File: src/one_wire_bus_master_defines.svh
// Assertion macros shared by the one_wire_bus_master RTL.
// Each macro expects clk_i and rst_ni to be visible where it is used.
`ifndef ONE_WIRE_BUS_MASTER_DEFINES_SVH
`define ONE_WIRE_BUS_MASTER_DEFINES_SVH

// The consequent must hold in the same cycle as the antecedent.
`define OWBM_ASSERT_SAME(lbl, ante, cons) \
  lbl: assert property (@(posedge clk_i) disable iff (!rst_ni) (ante) |-> (cons)) \
    else $error("one_wire_bus_master: same-cycle check failed");

// The consequent must hold in the cycle after the antecedent.
`define OWBM_ASSERT_NEXT(lbl, ante, cons) \
  lbl: assert property (@(posedge clk_i) disable iff (!rst_ni) (ante) |=> (cons)) \
    else $error("one_wire_bus_master: next-cycle check failed");

`endif

File: src/owbm_pkg.sv
// Package of the one_wire_bus_master block: payload structs, command and
// phase codes, register indexes and reset values. No dependencies.
package owbm_pkg;

  localparam int unsigned TimerW       = 10;
  localparam int unsigned BitsPerByte  = 8;
  localparam int unsigned BitIdxW      = $clog2(BitsPerByte);
  localparam logic [TimerW-1:0] ReadSlotUs = TimerW'(96);
  localparam int unsigned QueueDepth   = 2;
  localparam int unsigned QueuePtrW    = $clog2(QueueDepth);
  localparam int unsigned QueueCntW    = $clog2(QueueDepth + 1);
  localparam int unsigned CfgIdxW      = 3;

  typedef enum logic [1:0] {
    MODE_RESET = 2'd0,
    MODE_WRITE = 2'd1,
    MODE_READ  = 2'd2,
    MODE_NONE  = 2'd3
  } mode_e;

  typedef enum logic [2:0] {
    PH_IDLE     = 3'd0,
    PH_RST_LOW  = 3'd1,
    PH_RST_WAIT = 3'd2,
    PH_RST_TAIL = 3'd3,
    PH_WRITE    = 3'd4,
    PH_READ     = 3'd5
  } phase_e;

  typedef enum logic [CfgIdxW-1:0] {
    CFG_RESET_LOW       = 3'd0,
    CFG_PRESENCE_SAMPLE = 3'd1,
    CFG_RESET_TAIL      = 3'd2,
    CFG_WRITE_ONE_LOW   = 3'd3,
    CFG_WRITE_ZERO_LOW  = 3'd4,
    CFG_WRITE_SLOT      = 3'd5,
    CFG_READ_LOW        = 3'd6,
    CFG_READ_SAMPLE     = 3'd7
  } cfg_reg_e;

  localparam logic [TimerW-1:0] RstResetLow       = TimerW'(500);
  localparam logic [TimerW-1:0] RstPresenceSample = TimerW'(30);
  localparam logic [TimerW-1:0] RstResetTail      = TimerW'(300);
  localparam logic [TimerW-1:0] RstWriteOneLow    = TimerW'(5);
  localparam logic [TimerW-1:0] RstWriteZeroLow   = TimerW'(60);
  localparam logic [TimerW-1:0] RstWriteSlot      = TimerW'(85);
  localparam logic [TimerW-1:0] RstReadLow        = TimerW'(3);
  localparam logic [TimerW-1:0] RstReadSample     = TimerW'(8);

  typedef struct packed {
    logic       tick;
    logic       line_in;
    logic       start_req;
    logic [1:0] mode;
    logic [7:0] write_byte;
  } in_item_t;

  typedef struct packed {
    logic       drive_low;
    logic       busy_res;
    logic       done_res;
    logic       presence;
    logic [7:0] read_byte;
  } out_item_t;

  // A classified item as it waits in the queue between front and back.
  typedef struct packed {
    logic       tick;
    logic       line_in;
    logic       start_ok;
    mode_e      kind;
    logic [7:0] write_byte;
  } cmd_t;

  typedef struct packed {
    logic [TimerW-1:0] reset_low_us;
    logic [TimerW-1:0] presence_sample_us;
    logic [TimerW-1:0] reset_tail_us;
    logic [TimerW-1:0] write_one_low_us;
    logic [TimerW-1:0] write_zero_low_us;
    logic [TimerW-1:0] write_slot_us;
    logic [TimerW-1:0] read_low_us;
    logic [TimerW-1:0] read_sample_us;
  } cfg_t;

  // Queue status seen by the front and the back.
  typedef struct packed {
    logic full;
    logic empty;
  } queue_stat_t;

endpackage

File: src/owbm_front.sv
// Front end of the one_wire_bus_master: takes input transfers and classifies
// the start request into a queue entry. Depends on owbm_pkg.
module owbm_front (
  input  owbm_pkg::in_item_t    in_i,
  input  logic                  in_valid_i,
  input  owbm_pkg::queue_stat_t stat_i,
  output logic                  in_stall_o,
  output logic                  push_o,
  output owbm_pkg::cmd_t        cmd_o
);

  assign in_stall_o = stat_i.full;
  assign push_o     = in_valid_i && !stat_i.full;

  always_comb begin
    cmd_o.tick       = in_i.tick;
    cmd_o.line_in    = in_i.line_in;
    cmd_o.write_byte = in_i.write_byte;
    unique case (in_i.mode)
      owbm_pkg::MODE_RESET: begin
        cmd_o.kind     = owbm_pkg::MODE_RESET;
        cmd_o.start_ok = in_i.start_req;
      end
      owbm_pkg::MODE_WRITE: begin
        cmd_o.kind     = owbm_pkg::MODE_WRITE;
        cmd_o.start_ok = in_i.start_req;
      end
      owbm_pkg::MODE_READ: begin
        cmd_o.kind     = owbm_pkg::MODE_READ;
        cmd_o.start_ok = in_i.start_req;
      end
      default: begin
        // The unused mode code never starts a command.
        cmd_o.kind     = owbm_pkg::MODE_NONE;
        cmd_o.start_ok = 1'b0;
      end
    endcase
  end

endmodule

File: src/owbm_queue.sv
// Two-entry queue of classified items between the front and the back of
// the one_wire_bus_master. Depends on owbm_pkg.
module owbm_queue (
  input  logic                  clk_i,
  input  logic                  rst_ni,
  input  logic                  push_i,
  input  owbm_pkg::cmd_t        cmd_i,
  input  logic                  pop_i,
  output owbm_pkg::cmd_t        cmd_o,
  output owbm_pkg::queue_stat_t stat_o
);

  owbm_pkg::cmd_t                      mem_q [owbm_pkg::QueueDepth];
  logic [owbm_pkg::QueuePtrW-1:0]      wr_ptr_q, wr_ptr_d;
  logic [owbm_pkg::QueuePtrW-1:0]      rd_ptr_q, rd_ptr_d;
  logic [owbm_pkg::QueueCntW-1:0]      cnt_q, cnt_d;

  localparam logic [owbm_pkg::QueuePtrW-1:0] LastPtr =
    owbm_pkg::QueuePtrW'(owbm_pkg::QueueDepth - 1);

  always_comb begin
    wr_ptr_d = wr_ptr_q;
    rd_ptr_d = rd_ptr_q;
    if (push_i) begin
      wr_ptr_d = (wr_ptr_q == LastPtr) ? '0 : wr_ptr_q + 1'b1;
    end
    if (pop_i) begin
      rd_ptr_d = (rd_ptr_q == LastPtr) ? '0 : rd_ptr_q + 1'b1;
    end
    cnt_d = cnt_q + owbm_pkg::QueueCntW'(push_i) - owbm_pkg::QueueCntW'(pop_i);
  end

  always_ff @(posedge clk_i or negedge rst_ni) begin
    if (!rst_ni) begin
      wr_ptr_q <= '0;
      rd_ptr_q <= '0;
      cnt_q    <= '0;
    end else begin
      wr_ptr_q <= wr_ptr_d;
      rd_ptr_q <= rd_ptr_d;
      cnt_q    <= cnt_d;
    end
  end

  always_ff @(posedge clk_i) begin
    if (push_i) begin
      mem_q[wr_ptr_q] <= cmd_i;
    end
  end

  assign cmd_o        = mem_q[rd_ptr_q];
  assign stat_o.full  = (cnt_q == owbm_pkg::QueueCntW'(owbm_pkg::QueueDepth));
  assign stat_o.empty = (cnt_q == '0);

endmodule

File: src/owbm_back.sv
// Back end of the one_wire_bus_master: the bus phase sequencer, slot timer,
// bit shifter and the output register. Depends on owbm_pkg.
module owbm_back (
  input  logic                  clk_i,
  input  logic                  rst_ni,
  input  owbm_pkg::cfg_t        cfg_i,
  input  owbm_pkg::cmd_t        cmd_i,
  input  owbm_pkg::queue_stat_t stat_i,
  output logic                  pop_o,
  input  logic                  out_stall_i,
  output logic                  out_valid_o,
  output owbm_pkg::out_item_t   out_o
);

  owbm_pkg::phase_e                   phase_q, phase_d;
  logic [owbm_pkg::TimerW-1:0]        timer_q, timer_d;
  logic [owbm_pkg::BitIdxW-1:0]       bit_q, bit_d;
  logic [7:0]                         shift_q, shift_d;
  logic                               pres_q, pres_d;
  logic [7:0]                         last_q, last_d;
  logic                               done;
  logic [owbm_pkg::TimerW-1:0]        t_next;
  logic [owbm_pkg::TimerW-1:0]        sample_pt;
  logic                               last_bit;
  logic                               out_valid_q;
  owbm_pkg::out_item_t                out_q, res;

  localparam logic [owbm_pkg::BitIdxW-1:0] LastBit =
    owbm_pkg::BitIdxW'(owbm_pkg::BitsPerByte - 1);

  // A new item is taken whenever the queue holds one and the output register is free or drains now.
  assign pop_o = !stat_i.empty && (!out_valid_q || !out_stall_i);

  assign t_next   = timer_q + 1'b1;
  assign last_bit = (bit_q == LastBit);

  always_comb begin
    sample_pt = (cfg_i.read_sample_us < owbm_pkg::ReadSlotUs) ?
                cfg_i.read_sample_us : owbm_pkg::ReadSlotUs;
    if (sample_pt == '0) begin
      sample_pt = owbm_pkg::TimerW'(1);
    end
  end

  // Next state of the sequencer and its datapath.
  always_comb begin
    phase_d = phase_q;
    timer_d = timer_q;
    bit_d   = bit_q;
    shift_d = shift_q;
    pres_d  = pres_q;
    last_d  = last_q;
    done    = 1'b0;
    if (pop_o) begin
      if (phase_q == owbm_pkg::PH_IDLE) begin
        if (cmd_i.start_ok) begin
          timer_d = '0;
          bit_d   = '0;
          shift_d = (cmd_i.kind == owbm_pkg::MODE_WRITE) ? cmd_i.write_byte : 8'h00;
          unique case (cmd_i.kind)
            owbm_pkg::MODE_RESET: phase_d = owbm_pkg::PH_RST_LOW;
            owbm_pkg::MODE_WRITE: phase_d = owbm_pkg::PH_WRITE;
            default:              phase_d = owbm_pkg::PH_READ;
          endcase
        end
      end else if (cmd_i.tick) begin
        timer_d = t_next;
        unique case (phase_q)
          owbm_pkg::PH_RST_LOW: begin
            if (t_next >= cfg_i.reset_low_us) begin
              phase_d = owbm_pkg::PH_RST_WAIT;
              timer_d = '0;
            end
          end
          owbm_pkg::PH_RST_WAIT: begin
            if (t_next >= cfg_i.presence_sample_us) begin
              pres_d  = !cmd_i.line_in;
              phase_d = owbm_pkg::PH_RST_TAIL;
              timer_d = '0;
            end
          end
          owbm_pkg::PH_RST_TAIL: begin
            if (t_next >= cfg_i.reset_tail_us) begin
              phase_d = owbm_pkg::PH_IDLE;
              timer_d = '0;
              done    = 1'b1;
            end
          end
          owbm_pkg::PH_WRITE: begin
            if (t_next >= cfg_i.write_slot_us) begin
              shift_d = {1'b0, shift_q[7:1]};
              timer_d = '0;
              if (last_bit) begin
                phase_d = owbm_pkg::PH_IDLE;
                bit_d   = '0;
                done    = 1'b1;
              end else begin
                bit_d = bit_q + 1'b1;
              end
            end
          end
          owbm_pkg::PH_READ: begin
            if (t_next == sample_pt) begin
              shift_d = {cmd_i.line_in, shift_q[7:1]};
            end
            if (t_next >= owbm_pkg::ReadSlotUs) begin
              timer_d = '0;
              if (last_bit) begin
                last_d  = shift_d;
                phase_d = owbm_pkg::PH_IDLE;
                bit_d   = '0;
                done    = 1'b1;
              end else begin
                bit_d = bit_q + 1'b1;
              end
            end
          end
          default: begin
            phase_d = owbm_pkg::PH_IDLE;
            timer_d = '0;
          end
        endcase
      end
    end
  end

  // Result of the item, taken from the state after its update.
  always_comb begin
    res.busy_res  = (phase_d != owbm_pkg::PH_IDLE);
    res.done_res  = done;
    res.presence  = pres_d;
    res.read_byte = last_d;
    unique case (phase_d)
      owbm_pkg::PH_RST_LOW: res.drive_low = 1'b1;
      owbm_pkg::PH_WRITE:   res.drive_low = timer_d < (shift_d[0] ? cfg_i.write_one_low_us
                                                                  : cfg_i.write_zero_low_us);
      owbm_pkg::PH_READ:    res.drive_low = timer_d < cfg_i.read_low_us;
      default:              res.drive_low = 1'b0;
    endcase
  end

  always_ff @(posedge clk_i or negedge rst_ni) begin
    if (!rst_ni) begin
      phase_q     <= owbm_pkg::PH_IDLE;
      timer_q     <= '0;
      bit_q       <= '0;
      shift_q     <= '0;
      pres_q      <= 1'b0;
      last_q      <= '0;
      out_valid_q <= 1'b0;
    end else begin
      phase_q <= phase_d;
      timer_q <= timer_d;
      bit_q   <= bit_d;
      shift_q <= shift_d;
      pres_q  <= pres_d;
      last_q  <= last_d;
      if (pop_o) begin
        out_valid_q <= 1'b1;
      end else if (!out_stall_i) begin
        out_valid_q <= 1'b0;
      end
    end
  end

  always_ff @(posedge clk_i) begin
    if (pop_o) begin
      out_q <= res;
    end
  end

  assign out_valid_o = out_valid_q;
  assign out_o       = out_q;

endmodule

File: src/one_wire_bus_master.sv
// Top level of the 1-Wire bus master: timing registers, front end, queue and
// back end. Depends on owbm_pkg, owbm_front, owbm_queue, owbm_back and the
// assertion macros in one_wire_bus_master_defines.svh.
//
// Each input transfer is one sampled clock of the bus: a one-microsecond tick
// strobe, the line level and an optional start of a reset/presence, write-byte
// or read-byte command. Each input transfer yields exactly one output transfer
// that shows the open-drain drive level, busy, a one-transfer done pulse, the
// presence flag of the last reset (1 means a device answered) and the last
// byte read; bytes travel least significant bit first. The block sustains one
// transfer per clock in both directions while the output side is not stalled.
// An accepted item is held in the two-entry queue and is turned into its result
// by the back end's update, which is registered in the output register.
// The queue is what sets the input stall: it rises only when both entries are
// held because the output side is stalled. The eight timing registers are
// written through a plain write port and must only change while no transfer
// is in flight; the read slot length is fixed at 96 ticks.

`include "one_wire_bus_master_defines.svh"

module one_wire_bus_master (
  input  logic                                clk_i,
  input  logic                                rst_ni,
  input  logic                                in_valid_i,
  output logic                                in_stall_o,
  input  owbm_pkg::in_item_t                  in_i,
  output logic                                out_valid_o,
  input  logic                                out_stall_i,
  output owbm_pkg::out_item_t                 out_o,
  input  logic                                cfg_we_i,
  input  logic [owbm_pkg::CfgIdxW-1:0]        cfg_idx_i,
  input  logic [owbm_pkg::TimerW-1:0]         cfg_wdata_i
);

  owbm_pkg::cfg_t        cfg_q, cfg_d;
  owbm_pkg::cmd_t        front_cmd;
  owbm_pkg::cmd_t        queue_cmd;
  owbm_pkg::queue_stat_t queue_stat;
  logic                  push;
  logic                  pop;

  // Timing register decode. Every index addresses one register.
  always_comb begin
    cfg_d = cfg_q;
    if (cfg_we_i) begin
      unique case (cfg_idx_i)
        owbm_pkg::CFG_RESET_LOW:       cfg_d.reset_low_us       = cfg_wdata_i;
        owbm_pkg::CFG_PRESENCE_SAMPLE: cfg_d.presence_sample_us = cfg_wdata_i;
        owbm_pkg::CFG_RESET_TAIL:      cfg_d.reset_tail_us      = cfg_wdata_i;
        owbm_pkg::CFG_WRITE_ONE_LOW:   cfg_d.write_one_low_us   = cfg_wdata_i;
        owbm_pkg::CFG_WRITE_ZERO_LOW:  cfg_d.write_zero_low_us  = cfg_wdata_i;
        owbm_pkg::CFG_WRITE_SLOT:      cfg_d.write_slot_us      = cfg_wdata_i;
        owbm_pkg::CFG_READ_LOW:        cfg_d.read_low_us        = cfg_wdata_i;
        owbm_pkg::CFG_READ_SAMPLE:     cfg_d.read_sample_us     = cfg_wdata_i;
      endcase
    end
  end

  always_ff @(posedge clk_i or negedge rst_ni) begin
    if (!rst_ni) begin
      cfg_q.reset_low_us       <= owbm_pkg::RstResetLow;
      cfg_q.presence_sample_us <= owbm_pkg::RstPresenceSample;
      cfg_q.reset_tail_us      <= owbm_pkg::RstResetTail;
      cfg_q.write_one_low_us   <= owbm_pkg::RstWriteOneLow;
      cfg_q.write_zero_low_us  <= owbm_pkg::RstWriteZeroLow;
      cfg_q.write_slot_us      <= owbm_pkg::RstWriteSlot;
      cfg_q.read_low_us        <= owbm_pkg::RstReadLow;
      cfg_q.read_sample_us     <= owbm_pkg::RstReadSample;
    end else begin
      cfg_q <= cfg_d;
    end
  end

  // The front end accepts transfers while the queue has room.
  owbm_front u_front (
    .in_i       (in_i),
    .in_valid_i (in_valid_i),
    .stat_i     (queue_stat),
    .in_stall_o (in_stall_o),
    .push_o     (push),
    .cmd_o      (front_cmd)
  );

  owbm_queue u_queue (
    .clk_i  (clk_i),
    .rst_ni (rst_ni),
    .push_i (push),
    .cmd_i  (front_cmd),
    .pop_i  (pop),
    .cmd_o  (queue_cmd),
    .stat_o (queue_stat)
  );

  // The back end runs the bus phases and owns the output register.
  owbm_back u_back (
    .clk_i       (clk_i),
    .rst_ni      (rst_ni),
    .cfg_i       (cfg_q),
    .cmd_i       (queue_cmd),
    .stat_i      (queue_stat),
    .pop_o       (pop),
    .out_stall_i (out_stall_i),
    .out_valid_o (out_valid_o),
    .out_o       (out_o)
  );

  // A finishing command never reports itself as still busy.
  `OWBM_ASSERT_SAME(a_done_not_busy, out_valid_o && out_o.done_res, !out_o.busy_res)
  // The line is only pulled low while a command runs.
  `OWBM_ASSERT_SAME(a_drive_needs_busy, out_valid_o && out_o.drive_low, out_o.busy_res)
  // The back end never takes an item from an empty queue.
  `OWBM_ASSERT_SAME(a_pop_not_empty, pop, !queue_stat.empty)
  // A write to the reset low-time register lands in that register.
  `OWBM_ASSERT_NEXT(a_cfg_write, cfg_we_i && (cfg_idx_i == owbm_pkg::CFG_RESET_LOW), cfg_q.reset_low_us == $past(cfg_wdata_i))

endmodule

File: config.mk
export PLATFORM = sky130hd
export DESIGN_NAME = one_wire_bus_master
export DESIGN_NICKNAME = d
export VERILOG_FILES = /design/src/owbm_pkg.sv /design/src/owbm_front.sv /design/src/owbm_queue.sv /design/src/owbm_back.sv /design/src/one_wire_bus_master.sv
export VERILOG_INCLUDE_DIRS = /design/src /design/src/src
export SDC_FILE = /design/constraint.sdc
export NUM_CORES = 1
export LEC_CHECK = 0
export BUFFER_PORTS_ARGS = -buffer_cell sky130_fd_sc_hd__buf_2
export CORE_MARGIN = 2
export CORE_UTILIZATION = 56
export DETAILED_ROUTE_END_ITERATION = 7
export PLACE_DENSITY = 0.77
export SYNTH_ARGS = -nofsm -noshare
export SYNTH_HDL_FRONTEND = slang
export SYNTH_HIERARCHICAL = 1
export SYNTH_SLANG_ARGS = --single-unit
export TNS_END_PERCENT = 20
File: constraint.sdc
create_clock -name clk_i -period 4.6 [get_ports clk_i]
set_clock_uncertainty 0.2 [all_clocks]
set_input_delay 1.15 -clock clk_i [delete_from_list [all_inputs] [get_ports clk_i]]
set_output_delay 1.15 -clock clk_i [all_outputs]
set_load 0.02 [all_outputs]
==> results.ini <==
[yosys]
synth_area_um2=8790
synth_seq_area_share_pct=47.0
async_reset_ff_share_pct=75.6
synthDominantCellAreaShare_pct=25.9
syn_inst=769
synth_nets=864
syn-mean-instance-area_um2=11.4
yosysMostFrequentCell=dfrtp_1
synthDistinctLibCells=69
synth_edf_count=38
synth_seq_cells=156
synthFlopType=dfrtp_1
yosys-top-cells-count=91 x dfrtp_1, 64 x ha_1, 63 x mux2_2
synthTopCellsByArea=dfrtp_1 26%, edfxtp_1 13%, ha_1 9.1%
synth_top_cell_by_area=dfrtp_1
yosys_warnings=6

[sta]
tightest_slew_ns=1.11
hold_viol=0
slew_viol_final=0
rsz0062_at_grt=yes
setup_slack_ns=-0.425
slew_headroom_pct=25.7
period_minus_slack_ns=5.03
max_freq_mhz=199
post-route-period-util_pct=109
fin_tns_setup_ns=-0.425
setup_viol=1

[die]
die_area_um2=16700
io_pins=45
start_util_pct=57.6
fp.dieW_um=129
fp.dieH_um=129
rows=45
core_um2=15300

[final_layout]
post-route-util_pct=68.3
fillers=1146
num_antenna_cells=0
nets=973
multi_input_area_um2=4380
postLayoutCellArea_um2=10400
area_growth_pct=18.6
regArea_um2=4130
drive_gt1_share_pct=35.7

[pwr]
p_per_area_nw_per_um2=490
ir_drop_mv=0.378
p_clk_share_pct=27.3
p_leak_nw=4.78
seqPwrFrac_pct=37.8
p_sw_share_pct=33.3
pwr-share-comb_pct=34.8
finalPower_w=0.00511
p_sw_w=0.00170
power.internal_w=0.00341

[grt]
grt_use_met2_pct=47.2
met3_usage_pct=6.19
grt_max_degree=73
grt_busiest_layer=met2
grt.total_usage_pct=27.7
grt_antenna_before_repair=1
grt_pass1_wl_um=34700
met1_usage_pct=34.6
grt_overflow_total=0
first_global_vias=6452

[place]
place.gp.congestion=1.05
placed_area_um2=9660
io_buffers=44
pre_cts_ws_ns=-0.508
dp_hpwl_um=16300

[clocking]
cts-root-buf=clkbuf_16
clock_sinks=156
numCtsBuffers=17
clockBufferDepth=2
htreeDepth=4
clk_latency_ns=0.43
cts_tree=yes
clk_pin_slew_ns=0.06

[worst_setup_path]
reg2reg_to=u_back/out_o[11]
cp_max_fo=4
cp-start-kind=flop
worstPathArrival_ns=5.11
critical_path_required_ns=4.68
cpPeakStageDelay_ns=0.46
ff2ff_setup_slack_ns=-0.43
crit_path_top_delay_cell=or4b_1
critPathBufInv=0
worstReg2RegStart=u_back/timer_q[0]
worstSetupPathType=flop to flop
reg2reg_depth=22
path_cells=nand4_1 -> nor2_2 -> nand3_2 -> xnor2_4 -> ha_1 -> nand4_1 -> nor2_1 -> a21oi_1 -> nor3b_2 -> a211o_1 -> nand4_1 -> nor2_1 -> o21ai_1 -> o31ai_2 -> ha_1 -> a21o_1 -> a21o_1 -> a21oi_2 -> o21ai_1 -> or4b_1 -> o2bb2ai_1 -> o22ai_1
crit_top_cell=nand4_1
end_kind=flop
cp_top_family=simple AND/OR/NAND/NOR gates

[detailed_routing]
firstDrtPassIters=5
drtIter0Drc=447
postRouteAntennaNets=0
drcViolationCount=0
wl_um=22000
routedWlPerCell_um=19.9
viasPerCell=5.79
num_vias=6384

[hold_path]
min_path_cells=1
hold_end=u_queue/wr_ptr_q
hold_path.startpoint=u_queue/wr_ptr_q
hp-class=flop to flop

[run_status]
status=finished, violations left
failed_checks=setup timing

[flow_run]
drv_cap=0

==> routing by layer <==
metal | share of wire [%] | routed length [µm]
met5 | 0.059 | 13
met4 | 2.9 | 640
met3 | 4.6 | 1000
met2 | 49 | 10700
met1 | 44 | 9630
==> worst reg2reg max path: cells and delay by family (launching register included) <==
family                     cells  cell delay [ns]
adders and majority gates      2             0.61
AOI/OAI and AO/OA             10             1.50
xor gates and xnor gates       1             0.30
DFF                            1             0.42
and+or+nand+nor                9             1.85
==> cell usage in the layout (no fill, tap or decap), types with 11 or more instances in the layout <==
| cell | netlist | final |
|---|---|---|
| mux2i_1 | 17 | 17 |
| mux2_2 | 63 | 63 |
| ha_1 | 64 | 59 |
| edfxtp_1 | 38 | 38 |
| a21oi_1 | 51 | 47 |
| buf_4 | 12 | 82 |
| nand3_1 | 23 | 22 |
| dfstp_2 | 27 | 27 |
| dfrtp_1 | 91 | 89 |
| mux2_4 | 31 | 31 |
| nor2b_1 | 14 | 14 |
| nand2_1 | 36 | 35 |
| inv_1 | 59 | 59 |
| o21ai_0 | 28 | 23 |
| buf_2 | 8 | 43 |
| nor2_1 | 48 | 47 |
| clkbuf_16 | 0 | 17 |
| nor3_1 | 13 | 13 |
| nand4_1 | 11 | 11 |
==> registers in the layout (all words and copies together) (netlist names) <==
name / flops
u_back/last_q: 8
u_queue/rd_ptr_q: 1
u_queue/wr_ptr_q: 1
u_back/bit_q: 3
u_back/out_valid_o: 1
u_back/timer_q: 10
u_back/shift_q: 8
u_queue/mem_q: 26
cfg_q: 80
u_back/out_o: 12
u_queue/cnt_q: 2
u_back/pres_q: 1
u_back/phase_q: 3
==> worst max path at each step <==
stage / start / end / slack, ns / cells past startpoint
after CTS: u_back/timer_q[1] / u_back/out_o[11] / -0.30 / 23
after global placement: u_back/timer_q[1] / u_back/out_o[11] / -0.38 / 22
after floorplan: u_back/timer_q[1] / u_back/out_o[11] / -0.07 / 22
after detailed placement: u_back/timer_q[1] / u_back/out_o[11] / -0.51 / 21
after global routing: u_back/timer_q[0] / u_back/out_o[11] / -0.59 / 22
final: u_back/timer_q[0] / u_back/out_o[11] / -0.43 / 22
==> kinds of logic (layout without fill, tap and decap cells) <==
| family | after synthesis | after routing | share of synthesized area, % |
|---|---|---|---|
| and+or+nand+nor | 197 | 197 | 12.1 |
| buffers and inverters | 95 | 217 | 5.11 |
| AOI/OAI and AO/OA | 134 | 134 | 9.88 |
| DFF | 156 | 156 | 47.0 |
| muxes | 111 | 111 | 15.3 |
| xor gates and xnor gates | 12 | 12 | 1.52 |
| adders and majority gates | 64 | 64 | 9.11 |
==> layout make-up <==
class | count | area share [%]
clock buffers | 19 | 4.25
clock inverters | 13 | 1.34
inverters | 59 | 2.13
multi-input cells | 518 | 42.0
flip-flops and latches | 156 | 39.6
well taps | 211 | 2.53
repair buffers | 126 | 8.08
==> timing repair <==
action,4_1_cts,5_1_grt
pin swaps,21,4
buffers inserted,7,1
endpoints found under the setup margin,1,1
resized for setup,22,2
hold buffers,0,0
==> per-stage QoR <==
step	instances	hold slack (ns)
after floorplan	769	0.250
after global placement	1062	0.266
after detailed placement	1062	0.271
after CTS	1101	0.282
after global routing	1102	0.295
final	1102	0.276
==> power by group through the flow <==
stage / registers (W) / clock network, W / logic, W
after floorplan: 0.00194 / 0 / 0.00108
after global placement: 0.00193 / 0 / 0.00166
after detailed placement: 0.00195 / 0 / 0.00170
after CTS: 0.00193 / 0.00142 / 0.00176
after global routing: 0.00197 / 0.00147 / 0.00193
final: 0.00193 / 0.00140 / 0.00178
No activity file was read; power rests on OpenSTA's default activity.
